**src/sv/abms_pkg.sv**
```systemverilog
`timescale 1ns / 1ps

package abms_pkg;

  // byte lanes of one beat, also the number of memory banks
  localparam int unsigned LANES = 4;

  // entries between the front and the back
  localparam int unsigned QUEUE_DEPTH = 4;

  // beat size codes (log2 bytes)
  localparam logic [1:0] SIZE_BYTE = 2'd0;
  localparam logic [1:0] SIZE_HALF = 2'd1;
  localparam logic [1:0] SIZE_WORD = 2'd2;

  // one classified channel cycle, handed from the front to the back
  typedef struct packed {
    logic              addr_ready;
    logic              data_ready;
    logic              resp_valid;
    logic              read_last;
    logic              chk_oor;
    logic              rd;
    logic              wr;
    logic [1:0]        size;
    logic [31:0]       beat;
    logic [LANES-1:0]  wstrb;
    logic [31:0]       wdata;
  } cmd_t;

  function automatic logic [LANES-1:0] lane_mask(input logic [1:0] size);
    logic [LANES-1:0] m;
    case (size)
      SIZE_BYTE: m = 4'b0001;
      SIZE_HALF: m = 4'b0011;
      default:   m = 4'b1111;
    endcase
    return m;
  endfunction

endpackage

```
**src/sv/abms_queue.sv**
```systemverilog
`timescale 1ns / 1ps

module abms_queue (
  input  logic           clk_i,
  input  logic           rst_ni,
  input  logic           push_i,
  input  abms_pkg::cmd_t data_i,
  output logic           full_o,
  input  logic           pop_i,
  output logic           valid_o,
  output abms_pkg::cmd_t data_o
);

  localparam int unsigned PTR_W = $clog2(abms_pkg::QUEUE_DEPTH);
  localparam int unsigned CNT_W = $clog2(abms_pkg::QUEUE_DEPTH + 1);

  abms_pkg::cmd_t   mem_q [abms_pkg::QUEUE_DEPTH];
  logic [PTR_W-1:0] wr_ptr_q, rd_ptr_q;
  logic [CNT_W-1:0] count_q;

  assign full_o  = (count_q == CNT_W'(abms_pkg::QUEUE_DEPTH));
  assign valid_o = (count_q != '0);
  assign data_o  = mem_q[rd_ptr_q];

  always_ff @(posedge clk_i) begin
    if (push_i) begin
      mem_q[wr_ptr_q] <= data_i;
    end
  end

  always_ff @(posedge clk_i or negedge rst_ni) begin
    if (!rst_ni) begin
      wr_ptr_q <= '0;
      rd_ptr_q <= '0;
      count_q  <= '0;
    end else begin
      if (push_i) begin
        wr_ptr_q <= wr_ptr_q + PTR_W'(1);
      end
      if (pop_i) begin
        rd_ptr_q <= rd_ptr_q + PTR_W'(1);
      end
      if (push_i && !pop_i) begin
        count_q <= count_q + CNT_W'(1);
      end else if (pop_i && !push_i) begin
        count_q <= count_q - CNT_W'(1);
      end
    end
  end

endmodule

```
**config.mk**
```make
export PLATFORM = sky130hd
export DESIGN_NAME = abms_queue
export DESIGN_NICKNAME = d
export VERILOG_FILES = /design/src/sv/abms_pkg.sv /design/src/sv/abms_queue.sv
export SDC_FILE = /design/constraint.sdc
export NUM_CORES = 1
export LEC_CHECK = 0
export BUFFER_PORTS_ARGS = -buffer_cell sky130_fd_sc_hd__buf_2
export CORE_MARGIN = 5
export CORE_UTILIZATION = 57
export DETAILED_ROUTE_END_ITERATION = 10
export PLACE_DENSITY = 0.79
export SLEW_MARGIN = 0
export SYNTH_ARGS = -nofsm -noshare
export SYNTH_HDL_FRONTEND = slang
export SYNTH_SLANG_ARGS = --single-unit
```
**constraint.sdc**
```tcl
create_clock -name clk_i -period 3.4 [get_ports clk_i]
set_clock_uncertainty 0.15 [all_clocks]
set_input_delay 0.17 -clock clk_i [delete_from_list [all_inputs] [get_ports clk_i]]
set_output_delay 0.17 -clock clk_i [all_outputs]
set_load 0.01 [all_outputs]
```
==> results.md <==
- Setup TNS Final: 0 ns
- Grt ovf: 0
- GRT Total Usage: 19.1%
- Worst-Skew Late Latency: 0.53 ns
- Critical Path RT: 3.08 ns
- Antenna viol nets, final: 0
- Final Power: 11.7 mW
- Period minus WS final: 2.71 ns
- Clk root buf: clkbuf_16
- XOR/XNOR Fraction of Synth Area: less than 1%
- Sequential Power Share: 46.2%
- RSZ-0062 raised after global routing: no
- Number of synthesized register bits: 315
- Synthesized area per cell: approximately 26 um^2
- Max Fclk: between 0.3 and 0.4 GHz
- DP Worst Slack: roughly 1.2 ns
- Largest family of logic cells by synthesized area: multiplexers
- PwrDens: about 820 nW/um^2
- Unique cell type count in the Yosys netlist: 20
- DIE AREA: 23100 um^2
- Switching share of power: roughly 28%
- Rows: 52
- Largest net degree at the start of global routing: 49
- P_sw: 3.33 mW
- Fin crit share: 79.6%
- Adder-cell area share of the yosys netlist: 0.718%
- Mean number of vias per cell: approximately 5.5
- Wire per inst: about 22 um
- Syn Inst Count: 437
- Synth-to-Final Area Change: 25.0%
- Worst slew pin tran: a little under 0.7 ns
- Synth Area in Simple Gates: 0.435%
- Final setup viols: 0
- Number of diodes: 0
- IO buf count: 159
- Static leakage: around 5 nW
- Register area: about 9400 um^2
- CTS tree: built
- Share of post-route cells with drive strength above 1: 40.8%
- Sequential area share after synthesis: 81.9%
- Ports: 160
- Die span in x: 152 um
- Final hold vios: 0
- Max Slew Vio Count: 0
- Yosys warns: 0
- Mux contribution to synthesized area: 15.2%
- Initial DRC Count: 299
- Multi-input combinational cell area: 1950 um^2
- # H-tree levels: 1
- Net Count, Synth: 524
- Worst-path maximum fanout: 23
- Post-layout util: 71.7%
- Total clock sinks: approximately 320
- Kind of critical path: reg -> out
- Peak VDD IR: about 0.57 mV
- Wirelength, routed: 21800 um
- Synth Area in Compound Gates: less than 1%
- PnR worst setup slack: 0.693 ns
- Layout Nets: between 700 and 800
- Via Count: around 5500
- Fill count: 1182
- Slew headroom: 53.7%
- Critical path startpoint category: register
- Internal Power: about 8.4 mW
- Max cap viols: 0
- First-pass GRT wire length: 34500 um
- Clock power share: 25.9%
- Vias in the first global route: 5985
- Outcome: finished, final reports clean
- CTS max path bufs: 3
- Mapped cell area: 11500 um^2
- Clk pin slew, worst setup/hold paths: 0.06 ns
- Initial antenna violation count: 0
- Routability cong.: between 0.7 and 0.8
- Cell area after layout: 14400 um^2
- Initial core utilization: 57.4%
- Logic pwr share: 27.9%
- Hold Crit Class: in -> reg
- CTS buffer count: 30
- Data arrival time of the critical path: approximately 2.4 ns
- Remaining DRCs: 0
- Die height: 152 um
- Type of element capturing the critical path: output pin
- DP Wirelength: 12700 um
- Placed instance area: 12700 um^2
- Core ar.: 20000 um^2
- TritonRoute pass-1 iters: 4
==> power groups by stage <==
stage,combinational [mW],clock (mW),sequential (mW)
finish,3.28,3.04,5.43
global route,3.54,3.29,5.51
CTS,3.35,3.10,5.44
detailed placement,3.26,0,5.51
global placement,3.21,0,5.45
floorplan,2.26,0,5.32
==> Yosys cell counts (all sizes together) <==
cell type  number  area share, %
edfxtp        308             80
mux4           77             15
buf            14            1.0
dfrtp           7            1.5
ha              5           0.54
and2            4           0.22
clkbuf          4           0.13
inv             4           0.13
xor2            4           0.30
nand2           2          0.065
xnor2           2           0.15
fa              1           0.17
mux2            1          0.098
nor2            1          0.033
nor3b           1          0.065
o21ai           1          0.043
or3             1          0.054
==> per-stage QoR <==
step | std cells | hold WS, ns
2_1_floorplan | 437 | -0.276
4_1_cts | 991 | 0.209
3_3_place_gp | 855 | -0.139
5_1_grt | 991 | 0.230
6_report | 991 | 0.239
3_5_place_dp | 855 | -0.128
==> final timing paths <==
path / from / endpoint / slack [ns] / cells past startpoint
max in group asynchronous: rst_ni / rd_ptr_q[1] / 2.30 / 3
worst max-delay path: rd_ptr_q[0] / data_o[35] / 0.69 / 3
worst min-delay path: data_i[57] / mem_q[0][57] / 0.24 / 2
worst max register to register: wr_ptr_q[0] / mem_q[0][30] / 1.38 / 4
worst min register to register: count_q[2] / count_q[2] / 0.34 / 1
min in group asynchronous: rst_ni / wr_ptr_q[0] / 0.49 / 3
==> registers in the layout, indices dropped and copies added, names as in the netlist <==
name and count:
rd_ptr_q 2, mem_q 308, wr_ptr_q 2, count_q 3
==> worst max-delay path: stages, from the launching register on <==
cell	delay, ns
dfrtp_4	0.60
buf_4	0.48
mux4_2	0.60
buf_2	0.16
==> cells by family after synthesis <==
kind of cell,after synthesis
compound gates,1
mux,78
buf+inv,22
fa+ha+maj,6
flops,315
xor+xnor,6
simple gates,9
==> timing repair <==
item                      in CTS  in global routing
buffers inserted               0                  0
hold buffers                  81                  0
resized for setup              0                  0
hold endpoints to repair     320                  0
==> cells in the final DEF, fill, tap and decap left out <==
master	synthesis	layout
o21ai_0	1	1
clkbuf_16	0	31
clkinv_2	0	10
nand2_1	2	2
edfxtp_1	308	308
clkinv_4	0	1
dfrtp_1	7	5
dlygate4sd3_1	0	81
or3_1	1	1
xnor2_1	2	2
clkinvlp_4	0	1
nor2_1	1	1
nor3b_1	1	1
mux2_2	1	1
xor2_1	4	4
fa_1	1	1
inv_1	4	4
buf_2	7	159
clkbuf_1	4	4
buf_12	2	6
clkinv_1	0	7
mux4_2	77	77
and2_4	0	4
buf_4	4	1
bufinv_16	0	1
dfrtp_4	0	2
ha_1	5	5
==> area by class of cell <==
type / instances / share of cell area [%]
clock buffer: 35 / 5.50
clock inverter: 20 / 0.853
inverter: 4 / 0.104
multi-input combinational: 100 / 13.5
sequential: 315 / 65.6
tap: 270 / 2.35
timing repair buffer: 247 / 12.1
==> routing by layer <==
layer	part of all wire (%)	track usage, %
met1	40	25.9
met2	53	33.3
met3	5.4	3.38
met4	1.4	3.68
met5	0	0
Power figures use the tool's default switching activity.
