**src/sv/abms_pkg.sv**
```systemverilog
`timescale 1ns / 1ps

package abms_pkg;

  // byte lanes of one beat, also the number of memory banks
  localparam int unsigned LANES = 4;

  // entries between the front and the back
  localparam int unsigned QUEUE_DEPTH = 4;

  // beat size codes (log2 bytes)
  localparam logic [1:0] SIZE_BYTE = 2'd0;
  localparam logic [1:0] SIZE_HALF = 2'd1;
  localparam logic [1:0] SIZE_WORD = 2'd2;

  // one classified channel cycle, handed from the front to the back
  typedef struct packed {
    logic              addr_ready;
    logic              data_ready;
    logic              resp_valid;
    logic              read_last;
    logic              chk_oor;
    logic              rd;
    logic              wr;
    logic [1:0]        size;
    logic [31:0]       beat;
    logic [LANES-1:0]  wstrb;
    logic [31:0]       wdata;
  } cmd_t;

  function automatic logic [LANES-1:0] lane_mask(input logic [1:0] size);
    logic [LANES-1:0] m;
    case (size)
      SIZE_BYTE: m = 4'b0001;
      SIZE_HALF: m = 4'b0011;
      default:   m = 4'b1111;
    endcase
    return m;
  endfunction

endpackage

```
**src/sv/abms_front.sv**
```systemverilog
`timescale 1ns / 1ps

module abms_front (
  input  logic                             clk_i,
  input  logic                             rst_ni,
  input  logic                             acc_i,
  input  logic                             op_i,
  input  logic                             addr_valid_i,
  input  logic [31:0]                      addr_i,
  input  logic [7:0]                       burst_len_i,
  input  logic [1:0]                       size_code_i,
  input  logic                             result_ready_i,
  input  logic                             wdata_valid_i,
  input  logic [31:0]                      wdata_i,
  input  logic [abms_pkg::LANES-1:0]       wstrb_i,
  input  logic                             wlast_i,
  output abms_pkg::cmd_t                   cmd_o
);

  typedef enum logic [1:0] {
    R_IDLE  = 2'b01,
    R_BURST = 2'b10
  } rd_state_e;

  typedef enum logic [2:0] {
    W_IDLE = 3'b001,
    W_DATA = 3'b010,
    W_RESP = 3'b100
  } wr_state_e;

  rd_state_e   rd_state_q, rd_state_d;
  logic [31:0] rd_base_q, rd_base_d;
  logic [7:0]  rd_len_q, rd_len_d;
  logic [1:0]  rd_size_q, rd_size_d;
  logic [7:0]  rd_count_q, rd_count_d;

  wr_state_e   wr_state_q, wr_state_d;
  logic [31:0] wr_base_q, wr_base_d;
  logic [1:0]  wr_size_q, wr_size_d;
  logic [8:0]  wr_count_q, wr_count_d;

  logic [1:0]  size_c;
  logic [9:0]  rd_ofs;
  logic [10:0] wr_ofs;
  logic [31:0] rd_beat;
  logic [31:0] wr_beat;

  // size code three behaves as a word
  assign size_c  = (size_code_i > abms_pkg::SIZE_WORD) ? abms_pkg::SIZE_WORD : size_code_i;
  assign rd_ofs  = 10'(rd_count_q) << rd_size_q;
  assign wr_ofs  = 11'(wr_count_q) << wr_size_q;
  assign rd_beat = rd_base_q + 32'(rd_ofs);
  assign wr_beat = wr_base_q + 32'(wr_ofs);

  always_comb begin
    rd_state_d = rd_state_q;
    rd_base_d  = rd_base_q;
    rd_len_d   = rd_len_q;
    rd_size_d  = rd_size_q;
    rd_count_d = rd_count_q;
    wr_state_d = wr_state_q;
    wr_base_d  = wr_base_q;
    wr_size_d  = wr_size_q;
    wr_count_d = wr_count_q;

    cmd_o       = '0;
    cmd_o.wdata = wdata_i;
    cmd_o.wstrb = wstrb_i;

    if (!op_i) begin
      case (rd_state_q)
        R_BURST: begin
          cmd_o.resp_valid = 1'b1;
          cmd_o.read_last  = (rd_count_q == rd_len_q);
          cmd_o.rd         = 1'b1;
          cmd_o.chk_oor    = 1'b1;
          cmd_o.beat       = rd_beat;
          cmd_o.size       = rd_size_q;
          if (result_ready_i) begin
            rd_count_d = rd_count_q + 8'd1;
            if (rd_count_q == rd_len_q) begin
              rd_state_d = R_IDLE;
            end
          end
        end
        default: begin
          cmd_o.addr_ready = 1'b1;
          rd_count_d       = '0;
          if (addr_valid_i) begin
            rd_base_d  = addr_i;
            rd_len_d   = burst_len_i;
            rd_size_d  = size_c;
            rd_state_d = R_BURST;
          end
        end
      endcase
    end else begin
      case (wr_state_q)
        W_DATA: begin
          cmd_o.data_ready = 1'b1;
          cmd_o.chk_oor    = 1'b1;
          cmd_o.wr         = wdata_valid_i;
          cmd_o.beat       = wr_beat;
          cmd_o.size       = wr_size_q;
          if (wdata_valid_i) begin
            wr_count_d = wr_count_q + 9'd1;
            if (wlast_i) begin
              wr_state_d = W_RESP;
            end
          end
        end
        W_RESP: begin
          cmd_o.resp_valid = 1'b1;
          if (result_ready_i) begin
            wr_state_d = W_IDLE;
          end
        end
        default: begin
          cmd_o.addr_ready = 1'b1;
          wr_count_d       = '0;
          wr_state_d       = W_IDLE;
          if (addr_valid_i) begin
            wr_base_d  = addr_i;
            wr_size_d  = size_c;
            wr_state_d = W_DATA;
          end
        end
      endcase
    end
  end

  always_ff @(posedge clk_i or negedge rst_ni) begin
    if (!rst_ni) begin
      rd_state_q <= R_IDLE;
      rd_base_q  <= '0;
      rd_len_q   <= '0;
      rd_size_q  <= '0;
      rd_count_q <= '0;
      wr_state_q <= W_IDLE;
      wr_base_q  <= '0;
      wr_size_q  <= '0;
      wr_count_q <= '0;
    end else if (acc_i) begin
      rd_state_q <= rd_state_d;
      rd_base_q  <= rd_base_d;
      rd_len_q   <= rd_len_d;
      rd_size_q  <= rd_size_d;
      rd_count_q <= rd_count_d;
      wr_state_q <= wr_state_d;
      wr_base_q  <= wr_base_d;
      wr_size_q  <= wr_size_d;
      wr_count_q <= wr_count_d;
    end
  end

endmodule

```
**config.mk**
```make
export PLATFORM = sky130hd
export DESIGN_NAME = abms_front
export DESIGN_NICKNAME = d
export VERILOG_FILES = /design/src/sv/abms_pkg.sv /design/src/sv/abms_front.sv
export SDC_FILE = /design/constraint.sdc
export NUM_CORES = 1
export LEC_CHECK = 0
export BUFFER_PORTS_ARGS = -buffer_cell sky130_fd_sc_hd__buf_2
export CAP_MARGIN = 10
export CORE_UTILIZATION = 48
export CTS_CLUSTER_SIZE = 30
export DETAILED_ROUTE_END_ITERATION = 16
export HOLD_SLACK_MARGIN = 0.1
export PLACE_DENSITY_LB_ADDON = 0.08
export SKIP_LAST_GASP = 1
export SLEW_MARGIN = 5
export SYNTH_ARGS = -nofsm -noshare
export SYNTH_HDL_FRONTEND = slang
export SYNTH_SLANG_ARGS = --single-unit
```
**constraint.sdc**
```tcl
create_clock -name clk_i -period 3.9 [get_ports clk_i]
set_clock_uncertainty 0.2 [all_clocks]
set_input_delay 0.39 -clock clk_i [delete_from_list [all_inputs] [get_ports clk_i]]
set_output_delay 0.39 -clock clk_i [all_outputs]
set_load 0.005 [all_outputs]
```
==> impl_metrics.env, run 1 <==
export IMPL_grt_ovfl_total=0
export IMPL_worst_path_buf_inv=3
export IMPL_finalCritPeriodShare=1.002
export IMPL_hold_viol=0
export IMPL_die_x_um=123.0
export IMPL_grt_max_degree=58
export IMPL_ctsRootBufferMaster="clkbuf_16"
export IMPL_async_flop_share=1.000
export IMPL_min_period_ns=3.908
export IMPL_synth_edff_count=0
export IMPL_grt_pass1_wl_mm=29.60
export IMPL_yosysTopAreaCell="dfrtp_1"
export IMPL_gp_congestion=0.8978
export IMPL_avgViaCountPerCell=5.885
export IMPL_maxSlewHeadroom=0.2970
export IMPL_vias=5903
export IMPL_syn_cell_area_um2=7023
export IMPL_synth_top_cell_area_share=0.3421
export IMPL_wl_per_cell_um=18.82
export IMPL_synthDistinctLibCells=70
export IMPL_placed_cell_area_um2=7403
export IMPL_worst_pin_slew_ns=1.054
export IMPL_critPathRequiredTime_ns=3.31
export IMPL_power_leakage_nw=3.593
export IMPL_irDropWorstVdd_mv=0.3076
export IMPL_drc_errors=0
export IMPL_cts_buffers=9
export IMPL_whs_ns=0.1037
export IMPL_htree_num_levels=3
export IMPL_rsz0062_at_grt="yes"
export IMPL_outcome="complete, but fails checks"
export IMPL_multi_input_area_um2=4334
export IMPL_syn_inst=714
export IMPL_hold_path_class="input port to register"
export IMPL_synth_area_leaders="dfrtp_1 34%, mux2_2 12%, xnor2_1 5.9%"
export IMPL_die_h_um=123.0
export IMPL_path_cells="buf_4 -> buf_4 -> mux4_2 -> ha_4 -> nand4_1 -> nand2b_1 -> o22ai_4 -> or2_4 -> or4_4 -> o211ai_1 -> buf_2"
export IMPL_num_rows=43
export IMPL_fin_ws_ns=-0.007883
export IMPL_core_area_um2=14100
export IMPL_ys_seq_elements=98
export IMPL_synth_net_count=825
export IMPL_clockBufferDepth=2
export IMPL_drt_iter0_markers=450
export IMPL_end_kind="output pin"
export IMPL_cp_slowest_cell="mux4_2"
export IMPL_fill_cells=1205
export IMPL_io_buffers=90
export IMPL_worstSkewPairLatency_ns=0.35
export IMPL_track_usage=0.2560
export IMPL_cts_clk_slew_worst_paths_ns=0.07
export IMPL_ff_latch_area_um2=2466
export IMPL_critical_path_arrival_ns=3.32
export IMPL_ioPinCount=163
export IMPL_finalSetupViolCount=1
export IMPL_place_inst=927
export IMPL_utilization=0.6052
export IMPL_critical_path_class="register to output pin"
export IMPL_dp_hpwl_mm=13.22
export IMPL_ys_warn_count=0
export IMPL_grt_pass1_vias=5830
export IMPL_ant_nets=0
export IMPL_final_cell_count_no_fill=1003
export IMPL_synth_avg_cell_area_um2=9.836
export IMPL_p_per_area_nw_per_um2=711.5
export IMPL_crit_path_max_incr_delay_ns=0.53
export IMPL_cap_violations=0
export IMPL_nets=929
export IMPL_n_antenna_cell=0
export IMPL_area_growth_pct=21.47
export IMPL_first_pass_iters=5
export IMPL_drv_slew=0
export IMPL_initial_core_util=0.4982
export IMPL_clock_sinks=98
export IMPL_antenna_found_initial=0
export IMPL_yosysSeqAreaShare=0.3495
export IMPL_die_area_um2=15120
export IMPL_cpLargestDelayFamily="simple AND/OR/NAND/NOR gates"
export IMPL_routed_wl_mm=18.88
export IMPL_layout_drive_gt1_share=0.3657
export IMPL_post_route_cell_area_um2=8531
export IMPL_cts_tree="yes"
export IMPL_clock_fmax_mhz=255.9
export IMPL_ys_flop_type="dfrtp_1"
export IMPL_critPathLaunchType="register"
export IMPL_crit_fanout=6
export IMPL_violations="setup timing"
export IMPL_crit_top_cell="buf_4"
==> worst reg2reg max path, stage by stage (launching register included) <==
cell,delay [ns]
dfrtp_1,0.46
nand2b_1,0.28
a21oi_1,0.27
nand2b_2,0.87
mux2_2,0.46
==> stage by stage <==
step	total power [mW]	setup slack (ns)	setup TNS, ns
finish	6.070	-0.007883	-0.007883
global route	6.482	-0.1092	-0.5553
CTS	5.838	-0.004675	-0.006636
detailed placement	4.664	0.01374	0
global placement	4.592	0.1716	0
floorplan	3.810	0.3125	0
==> worst paths after layout <==
check                               from            end  slack, ns  cells after the start
min in group asynchronous         rst_ni  wr_count_q[7]       0.44                      2
max in group asynchronous         rst_ni  wr_base_q[20]       2.22                      3
min                            addr_i[1]   wr_base_q[1]       0.10                      2
max                         wr_size_q[0]      cmd_o[58]     -0.008                     11
min reg2reg                rd_state_q[1]  rd_state_q[1]       0.31                      2
max reg2reg                wr_state_q[2]  wr_base_q[26]       1.25                      4
==> placed cells by master (no fill, tap or decap), types with 5 or more instances in the layout <==
master and n:
a211oi_1 9, nor2b_1 5, clkbuf_16 9, nor4b_2 5
o21ai_0 17, xor2_1 23, xnor2_1 47, buf_6 7
nand3_1 16, mux4_2 5, dfrtp_2 9, nand4_1 14
buf_4 36, mux2_2 76, a21o_1 10, mux2i_1 12
ha_1 18, o22ai_1 27, nor2_1 37, nand2_1 45
and3_1 7, a21oi_2 6, a21oi_1 29, dlygate4sd3_1 33
buf_2 90, nand2b_1 9, o211ai_1 8, dfrtp_1 87
a211oi_2 7, or2_2 6, inv_1 9, nor3_1 8
==> cell families (layout without fill, tap and decap cells) <==
family                     count (synthesis)  count (layout)  synth area share
adders and majority gates                 25              25           0.04668
and+or+nand+nor                          194             194            0.1500
buffers and inverters                     85             194           0.06717
muxes                                     94              94            0.1566
xor gates and xnor gates                  70              70           0.08730
AOI/OAI and AO/OA                        148             148            0.1427
DFF                                       98              98            0.3495
==> synthesized netlist by cell type, types with 5 or more instances <==
master	count
a21oi_1	35
a21o_1	10
xnor2_1	47
o211ai_1	8
nand4_1	14
o22ai_1	27
mux2i_1	12
nor2_1	38
nor4b_1	6
ha_1	23
buf_4	36
or2_2	6
nand2_1	46
mux2_2	77
nor3_1	8
and3_1	8
o21ai_0	22
buf_2	14
nor4_1	5
inv_1	10
nand2b_1	11
clkbuf_1	22
dfrtp_1	96
nand3_1	17
xor2_1	23
mux4_2	5
nor2b_1	5
a211oi_1	14
==> where the power goes <==
group	internal (mW)	switching, mW	total, mW
clock	0.581	0.377	0.959
sequential	1.47	0.576	2.05
combinational	1.59	1.47	3.06
==> state kept, by name, indices dropped and copies added (netlist names) <==
name / count
rd_base_q: 32
wr_base_q: 32
wr_count_q: 9
rd_count_q: 8
rd_len_q: 8
wr_state_q: 3
rd_size_q: 2
rd_state_q: 2
wr_size_q: 2
==> layout make-up <==
| cell class | instances | area share |
|---|---|---|
| Clock buffer | 14 | 0.02977 |
| Timing Repair Buffer | 167 | 0.1348 |
| Tap cell | 180 | 0.02640 |
| Sequential cell | 98 | 0.2891 |
| Clock inverter | 2 | 0.007040 |
| Inverter | 11 | 0.004840 |
| Multi-Input combinational cell | 531 | 0.5081 |
==> per-layer routing <==
layer / vias up / global-route usage / wire (um)
met1: 2865 / 0.3445 / 8734
met3: 46 / 0.03598 / 955
li1: 2782 / - / -
met5: - / 0 / 0
met2: 210 / 0.4140 / 8763
met4: 0 / 0.1052 / 424
==> what timing repair did <==
action,in CTS,in global routing
gates resized for setup,21,54
endpoints found under the hold margin,105,0
setup buffers,16,8
cloned,0,3
endpoints found under the setup margin,20,21
hold buffers,33,0
pin swaps,7,26
No activity file was read; power rests on OpenSTA's default activity.
==> inputs of run 2 (changes only) <==
clock period = 3.4 ns   (was 3.9 ns; I/O delays follow)
==> run 2 against run 1 <==
  * The run still ends with setup timing left
  * Highest routed layer unchanged
  * Total power increased by 23%
  * Worst hold slack better by 0.0058 ns
  * Sequential power up 14%
  * Design area increased by 9.3%
  * Non-clock buffer count grew 57
  * First-iteration DRC count is 22% lower
  * Routed wire length up 4.9%
  * Clock-buffer cell count decreased by 2
==> impl_metrics.env, run 2 (synthesis gave the netlist of run 1 again) <==
export IMPL_outcome="complete, but fails checks"
export IMPL_violations="setup timing"
export IMPL_area_growth_pct=32.76
export IMPL_rsz0062_at_grt="yes"
export IMPL_final_cell_count_no_fill=1060
export IMPL_hp_start="acc_i"
export IMPL_drv_slew=0
export IMPL_nets=986
export IMPL_maxSlewHeadroom=0.3465
export IMPL_r2r_cells=5
export IMPL_grt_pass1_vias=6100
export IMPL_layout_drive_gt1_share=0.4341
export IMPL_biggestRegsByFlops="rd_base_q (32), wr_base_q (32), wr_count_q (9)"
export IMPL_vias=6151
export IMPL_worst_pin_slew_ns=0.9802
export IMPL_fill_cells=1130
export IMPL_dp_hpwl_mm=13.66
export IMPL_irDropWorstVdd_mv=0.3423
export IMPL_final_cell_mix="92 x dfrtp_1, 89 x buf_2, 75 x mux2_2"
export IMPL_io_buffers=90
export IMPL_first_pass_iters=5
export IMPL_utilization=0.6615
export IMPL_clock_fmax_mhz=261.9
export IMPL_grt_pass1_wl_mm=30.91
export IMPL_cap_violations=0
export IMPL_worstSkewPairLatency_ns=0.35
export IMPL_final_common_cell="dfrtp_1"
export IMPL_rr_endpoint="wr_base_q[28]"
export IMPL_drc_errors=0
export IMPL_n_antenna_cell=0
export IMPL_die_x_um=123.0
export IMPL_end_kind="output pin"
export IMPL_clock_sinks=98
export IMPL_track_usage=0.2663
export IMPL_crit_fanout=6
export IMPL_critPathLaunchType="register"
export IMPL_wl_per_cell_um=18.68
export IMPL_antenna_found_initial=0
export IMPL_gp_congestion=0.8730
export IMPL_cts_tree="yes"
export IMPL_ff_latch_area_um2=2460
export IMPL_multi_input_area_um2=4641
export IMPL_critPathRequiredTime_ns=2.86
export IMPL_avgViaCountPerCell=5.803
export IMPL_num_rows=43
export IMPL_ctsRootBufferMaster="clkbuf_16"
export IMPL_finalCritPeriodShare=1.123
export IMPL_post_route_cell_area_um2=9324
export IMPL_min_period_ns=3.818
export IMPL_cts_clk_slew_worst_paths_ns=0.07
export IMPL_die_h_um=123.0
export IMPL_power_leakage_nw=3.984
export IMPL_p_per_area_nw_per_um2=800.9
export IMPL_initial_core_util=0.4982
export IMPL_cts_buffers=9
export IMPL_grt_max_degree=76
export IMPL_power_mw=7.468
export IMPL_place_inst=969
export IMPL_ant_nets=0
export IMPL_critical_path_arrival_ns=3.28
export IMPL_routed_wl_mm=19.80
export IMPL_finalSetupViolCount=25
export IMPL_hold_viol=0
export IMPL_reg2reg_setup_slack_ns=0.99
export IMPL_finalSetupTns_ns=-7.598
export IMPL_hold_depth=2
export IMPL_die_area_um2=15120
export IMPL_htree_num_levels=3
export IMPL_core_area_um2=14100
export IMPL_critical_path_class="register to output pin"
export IMPL_r2r_start="wr_state_q[2]"
export IMPL_hold_path_class="input port to register"
export IMPL_ioPinCount=163
export IMPL_placed_cell_area_um2=7751
export IMPL_grt_ovfl_total=0
export IMPL_whs_endpoint="wr_state_q[0]"
export IMPL_fin_ws_ns=-0.4182
export IMPL_drt_iter0_markers=353
export IMPL_clockBufferDepth=2
## run 2: cell types whose count changed in the layout (fill, tap and decap cells not counted), sizes merged
cell / previous run / this run
buf: 134 / 181
bufinv: 2 / 0
clkbuf: 14 / 13
clkinv: 1 / 4
clkinvlp: 0 / 1
dlygate4sd3: 33 / 42
## run 2: worst max-delay path by stage
stage,from,to,slack (ns),cells past startpoint
floorplan,wr_size_q[0],cmd_o[60],0.003,12
global placement,wr_size_q[0],cmd_o[60],-0.11,10
detailed placement,wr_size_q[0],cmd_o[60],-0.20,10
CTS,wr_size_q[0],cmd_o[54],-0.32,12
global route,wr_size_q[0],cmd_o[51],-0.53,12
finish,wr_size_q[0],cmd_o[65],-0.42,12
## run 2: layout make-up
class | count | area share
clock buffers | 12 | 0.02751
clock inverters | 4 | 0.002818
inverters | 11 | 0.004428
multi-input cells | 531 | 0.4977
flip-flops and latches | 98 | 0.2638
well taps | 180 | 0.02415
repair buffers | 224 | 0.1795
## run 2: worst max-delay path, stage by stage, from the launching register on
cell,delay (ns)
dfrtp_2,0.44
buf_6,0.12
mux4_2,0.52
ha_4,0.18
buf_4,0.14
a21o_1,0.18
a221o_1,0.35
a21oi_2,0.23
buf_6,0.20
a211oi_4,0.08
xnor2_1,0.20
o22ai_1,0.11
buf_2,0.17
## run 2: through the flow
stage | setup WS (ns) | hold slack (ns)
finish | -0.4182 | 0.1095
global route | -0.5312 | 0.1278
CTS | -0.3167 | 0.1040
detailed placement | -0.2042 | 0.2996
global placement | -0.1146 | 0.2784
floorplan | 0.002574 | -0.1556
## run 2: metal layers
layer	up-vias	share of wire	global-route usage
li1	2891	-	-
met1	3029	0.46	0.3559
met2	179	0.47	0.4375
met3	52	0.048	0.03367
met4	0	0.023	0.1059
met5	-	0	0
## run 2: power breakdown
group          leakage, nW  switching (mW)  internal (mW)
Clock                0.139           0.456          0.536
Sequential            1.20           0.651           1.69
Combinational         2.65            1.91           2.23
Total                 3.98            3.02           4.45
## run 2: what timing repair did
action | CTS | global route
resized for setup | 81 | 57
buffers inserted | 20 | 9
endpoints found under the setup margin | 26 | 28
hold buffers | 42 | 0
gates cloned | 4 | 1
pin swaps | 36 | 42
hold endpoints to repair | 145 | 0
==> inputs of run 3 (changes only) <==
CORE_ASPECT_RATIO = 1.4   (was not set)
==> run 3 against run 2 <==
  * The run still ends with setup timing left
  * Flip-flop and latch count stayed put
  * Core utilization shrank 3.5 points
  * Total power down 6.6%
==> impl_metrics.env, run 3 (synthesis gave the netlist of run 1 again) <==
export IMPL_drc_errors=0
export IMPL_wl_met3_um=849
export IMPL_r2r_start="wr_state_q[2]"
export IMPL_die_x_um=104.2
export IMPL_die_area_um2=15130
export IMPL_wl_met2_mm=9.771
export IMPL_violations="setup timing"
export IMPL_r2r_cells=5
export IMPL_avgViaCountPerCell=5.829
export IMPL_io_buffers=90
export IMPL_fill_cells=1189
export IMPL_hold_path_class="input port to register"
export IMPL_n_antenna_cell=0
export IMPL_vias=6045
export IMPL_critPathLaunchType="register"
export IMPL_power_leakage_nw=3.801
export IMPL_layout_drive_gt1_share=0.3815
export IMPL_rr_endpoint="wr_base_q[12]"
export IMPL_routed_top_layer="met4"
export IMPL_htree_num_levels=3
export IMPL_ioPinCount=163
export IMPL_path_cells="buf_6 -> mux4_2 -> ha_4 -> buf_6 -> a21o_1 -> a221o_1 -> a21oi_2 -> buf_6 -> a21oi_4 -> xnor2_1 -> o22ai_1 -> buf_2"
export IMPL_worst_pin_slew_ns=0.7562
export IMPL_ctsRootBufferMaster="clkbuf_16"
export IMPL_final_cell_count_no_fill=1037
export IMPL_grt_pass1_vias=6131
export IMPL_finalCritPeriodShare=1.078
export IMPL_area_growth_pct=25.85
export IMPL_grt_pass1_wl_mm=30.19
export IMPL_cp_slowest_cell="mux4_2"
export IMPL_initial_core_util=0.4980
export IMPL_cts_clk_slew_worst_paths_ns=0.07
export IMPL_hp_start="acc_i"
export IMPL_track_usage=0.2511
export IMPL_routed_wl_mm=18.99
export IMPL_place_inst=963
export IMPL_grt_ovfl_total=0
export IMPL_cap_violations=0
export IMPL_end_kind="output pin"
export IMPL_clock_fmax_mhz=272.9
export IMPL_cts_tree="yes"
export IMPL_final_cell_mix="92 x dfrtp_1, 90 x buf_2, 76 x mux2_2"
export IMPL_drv_slew=0
export IMPL_nets=958
export IMPL_cts_buffers=9
export IMPL_ant_nets=0
export IMPL_num_rows=51
export IMPL_critical_path_arrival_ns=3.12
export IMPL_fin_ws_ns=-0.2642
export IMPL_irDropWorstVdd_mv=0.4851
export IMPL_final_common_cell="dfrtp_1"
export IMPL_power_mw=6.978
export IMPL_crit_fanout=6
export IMPL_crit_top_cell="buf_6"
export IMPL_whs_endpoint="wr_state_q[0]"
export IMPL_maxSlewHeadroom=0.4959
export IMPL_reg2reg_setup_slack_ns=0.85
export IMPL_dp_hpwl_mm=13.75
export IMPL_gp_congestion=0.8885
export IMPL_drt_met1_wl_mm=7.427
export IMPL_antenna_found_initial=0
export IMPL_critical_path_class="register to output pin"
export IMPL_p_per_area_nw_per_um2=789.5
export IMPL_core_area_um2=14100
export IMPL_outcome="complete, but fails checks"
export IMPL_grt_max_degree=52
export IMPL_whs_ns=0.1161
export IMPL_biggestRegsByFlops="rd_base_q (32), wr_base_q (32), wr_count_q (9)"
export IMPL_clock_sinks=98
export IMPL_pre_cts_ws_ns=-0.1186
export IMPL_min_period_ns=3.664
export IMPL_clockBufferDepth=2
export IMPL_crit_path_max_incr_delay_ns=0.54
export IMPL_wl_per_cell_um=18.31
export IMPL_hold_depth=2
export IMPL_worstSkewPairLatency_ns=0.34
export IMPL_drt_iter0_markers=250
export IMPL_rsz0062_at_grt="yes"
export IMPL_finalSetupTns_ns=-4.639
export IMPL_die_h_um=145.1
export IMPL_first_pass_iters=5
export IMPL_finalSetupViolCount=23
export IMPL_critPathRequiredTime_ns=2.86
export IMPL_hold_viol=0
-- run 3: changes by cell type in the layout (fill, tap and decap cells not counted), sizes merged --
cell / previous run / this run
bufinv: 0 / 1
clkinv: 4 / 1
clkinvlp: 1 / 3
buf: 181 / 154
clkbuf: 13 / 12
-- run 3: repair_timing --
action                                  4_1_cts  5_1_grt
hold endpoints to repair                    124        0
resized for setup                            57       27
pin swaps                                    30       23
hold buffers                                 42        0
gates cloned                                  3        1
endpoints found under the setup margin       28       27
setup buffers                                 7        5
-- run 3: worst max-delay path: cells and delay by family, from the launching register on --
kind	cells	cell delay [ns]
adder cells (fa/ha/maj)	1	0.19
flip-flops	1	0.41
AO/OA/AOI/OAI	5	0.94
buffers and inverters	4	0.58
multiplexers	1	0.54
XOR/XNOR	1	0.12
-- run 3: how the worst max path moves through the flow --
| stage | end | cells after the start | startpoint | slack, ns |
|---|---|---|---|---|
| after global routing | cmd_o[66] | 13 | rd_size_q[1] | -0.40 |
| final | cmd_o[63] | 12 | wr_size_q[0] | -0.26 |
| after floorplan | cmd_o[60] | 12 | wr_size_q[0] | 0.003 |
| after detailed placement | cmd_o[60] | 11 | wr_size_q[1] | -0.12 |
| after global placement | cmd_o[60] | 11 | wr_size_q[1] | -0.06 |
| after CTS | cmd_o[67] | 12 | wr_size_q[0] | -0.28 |
-- run 3: final cells by class --
type                       count  area [um^2]  share of cell area
tap                          185        231.5             0.02619
clock inverter                 4        52.55            0.005946
multi-input combinational    531         4394              0.4972
inverter                      11        41.29            0.004672
sequential                    98         2460              0.2783
timing repair buffer         196         1423              0.1610
clock buffer                  12        236.5             0.02676
-- run 3: stage by stage --
step / area [um^2] / util
2_1_floorplan: 7049 / -
3_3_place_gp: 7687 / 0.5451
3_5_place_dp: 7687 / 0.5451
4_1_cts: 8691 / 0.6163
5_1_grt: 8838 / 0.6267
6_report: 8838 / 0.6267
-- run 3: routing by layer --
metal,vias to the layer above,track usage
met1,2925,0.2870
met3,67,0.03729
met2,216,0.4440
met5,-,0
li1,2837,-
met4,0,0.1414
-- run 3: where the power goes --
group | leakage [nW] | internal [mW] | switching, mW
clock | 0.129 | 0.572 | 0.454
sequential | 1.20 | 1.69 | 0.656
combinational | 2.48 | 1.90 | 1.71
total | 3.80 | 4.16 | 2.82
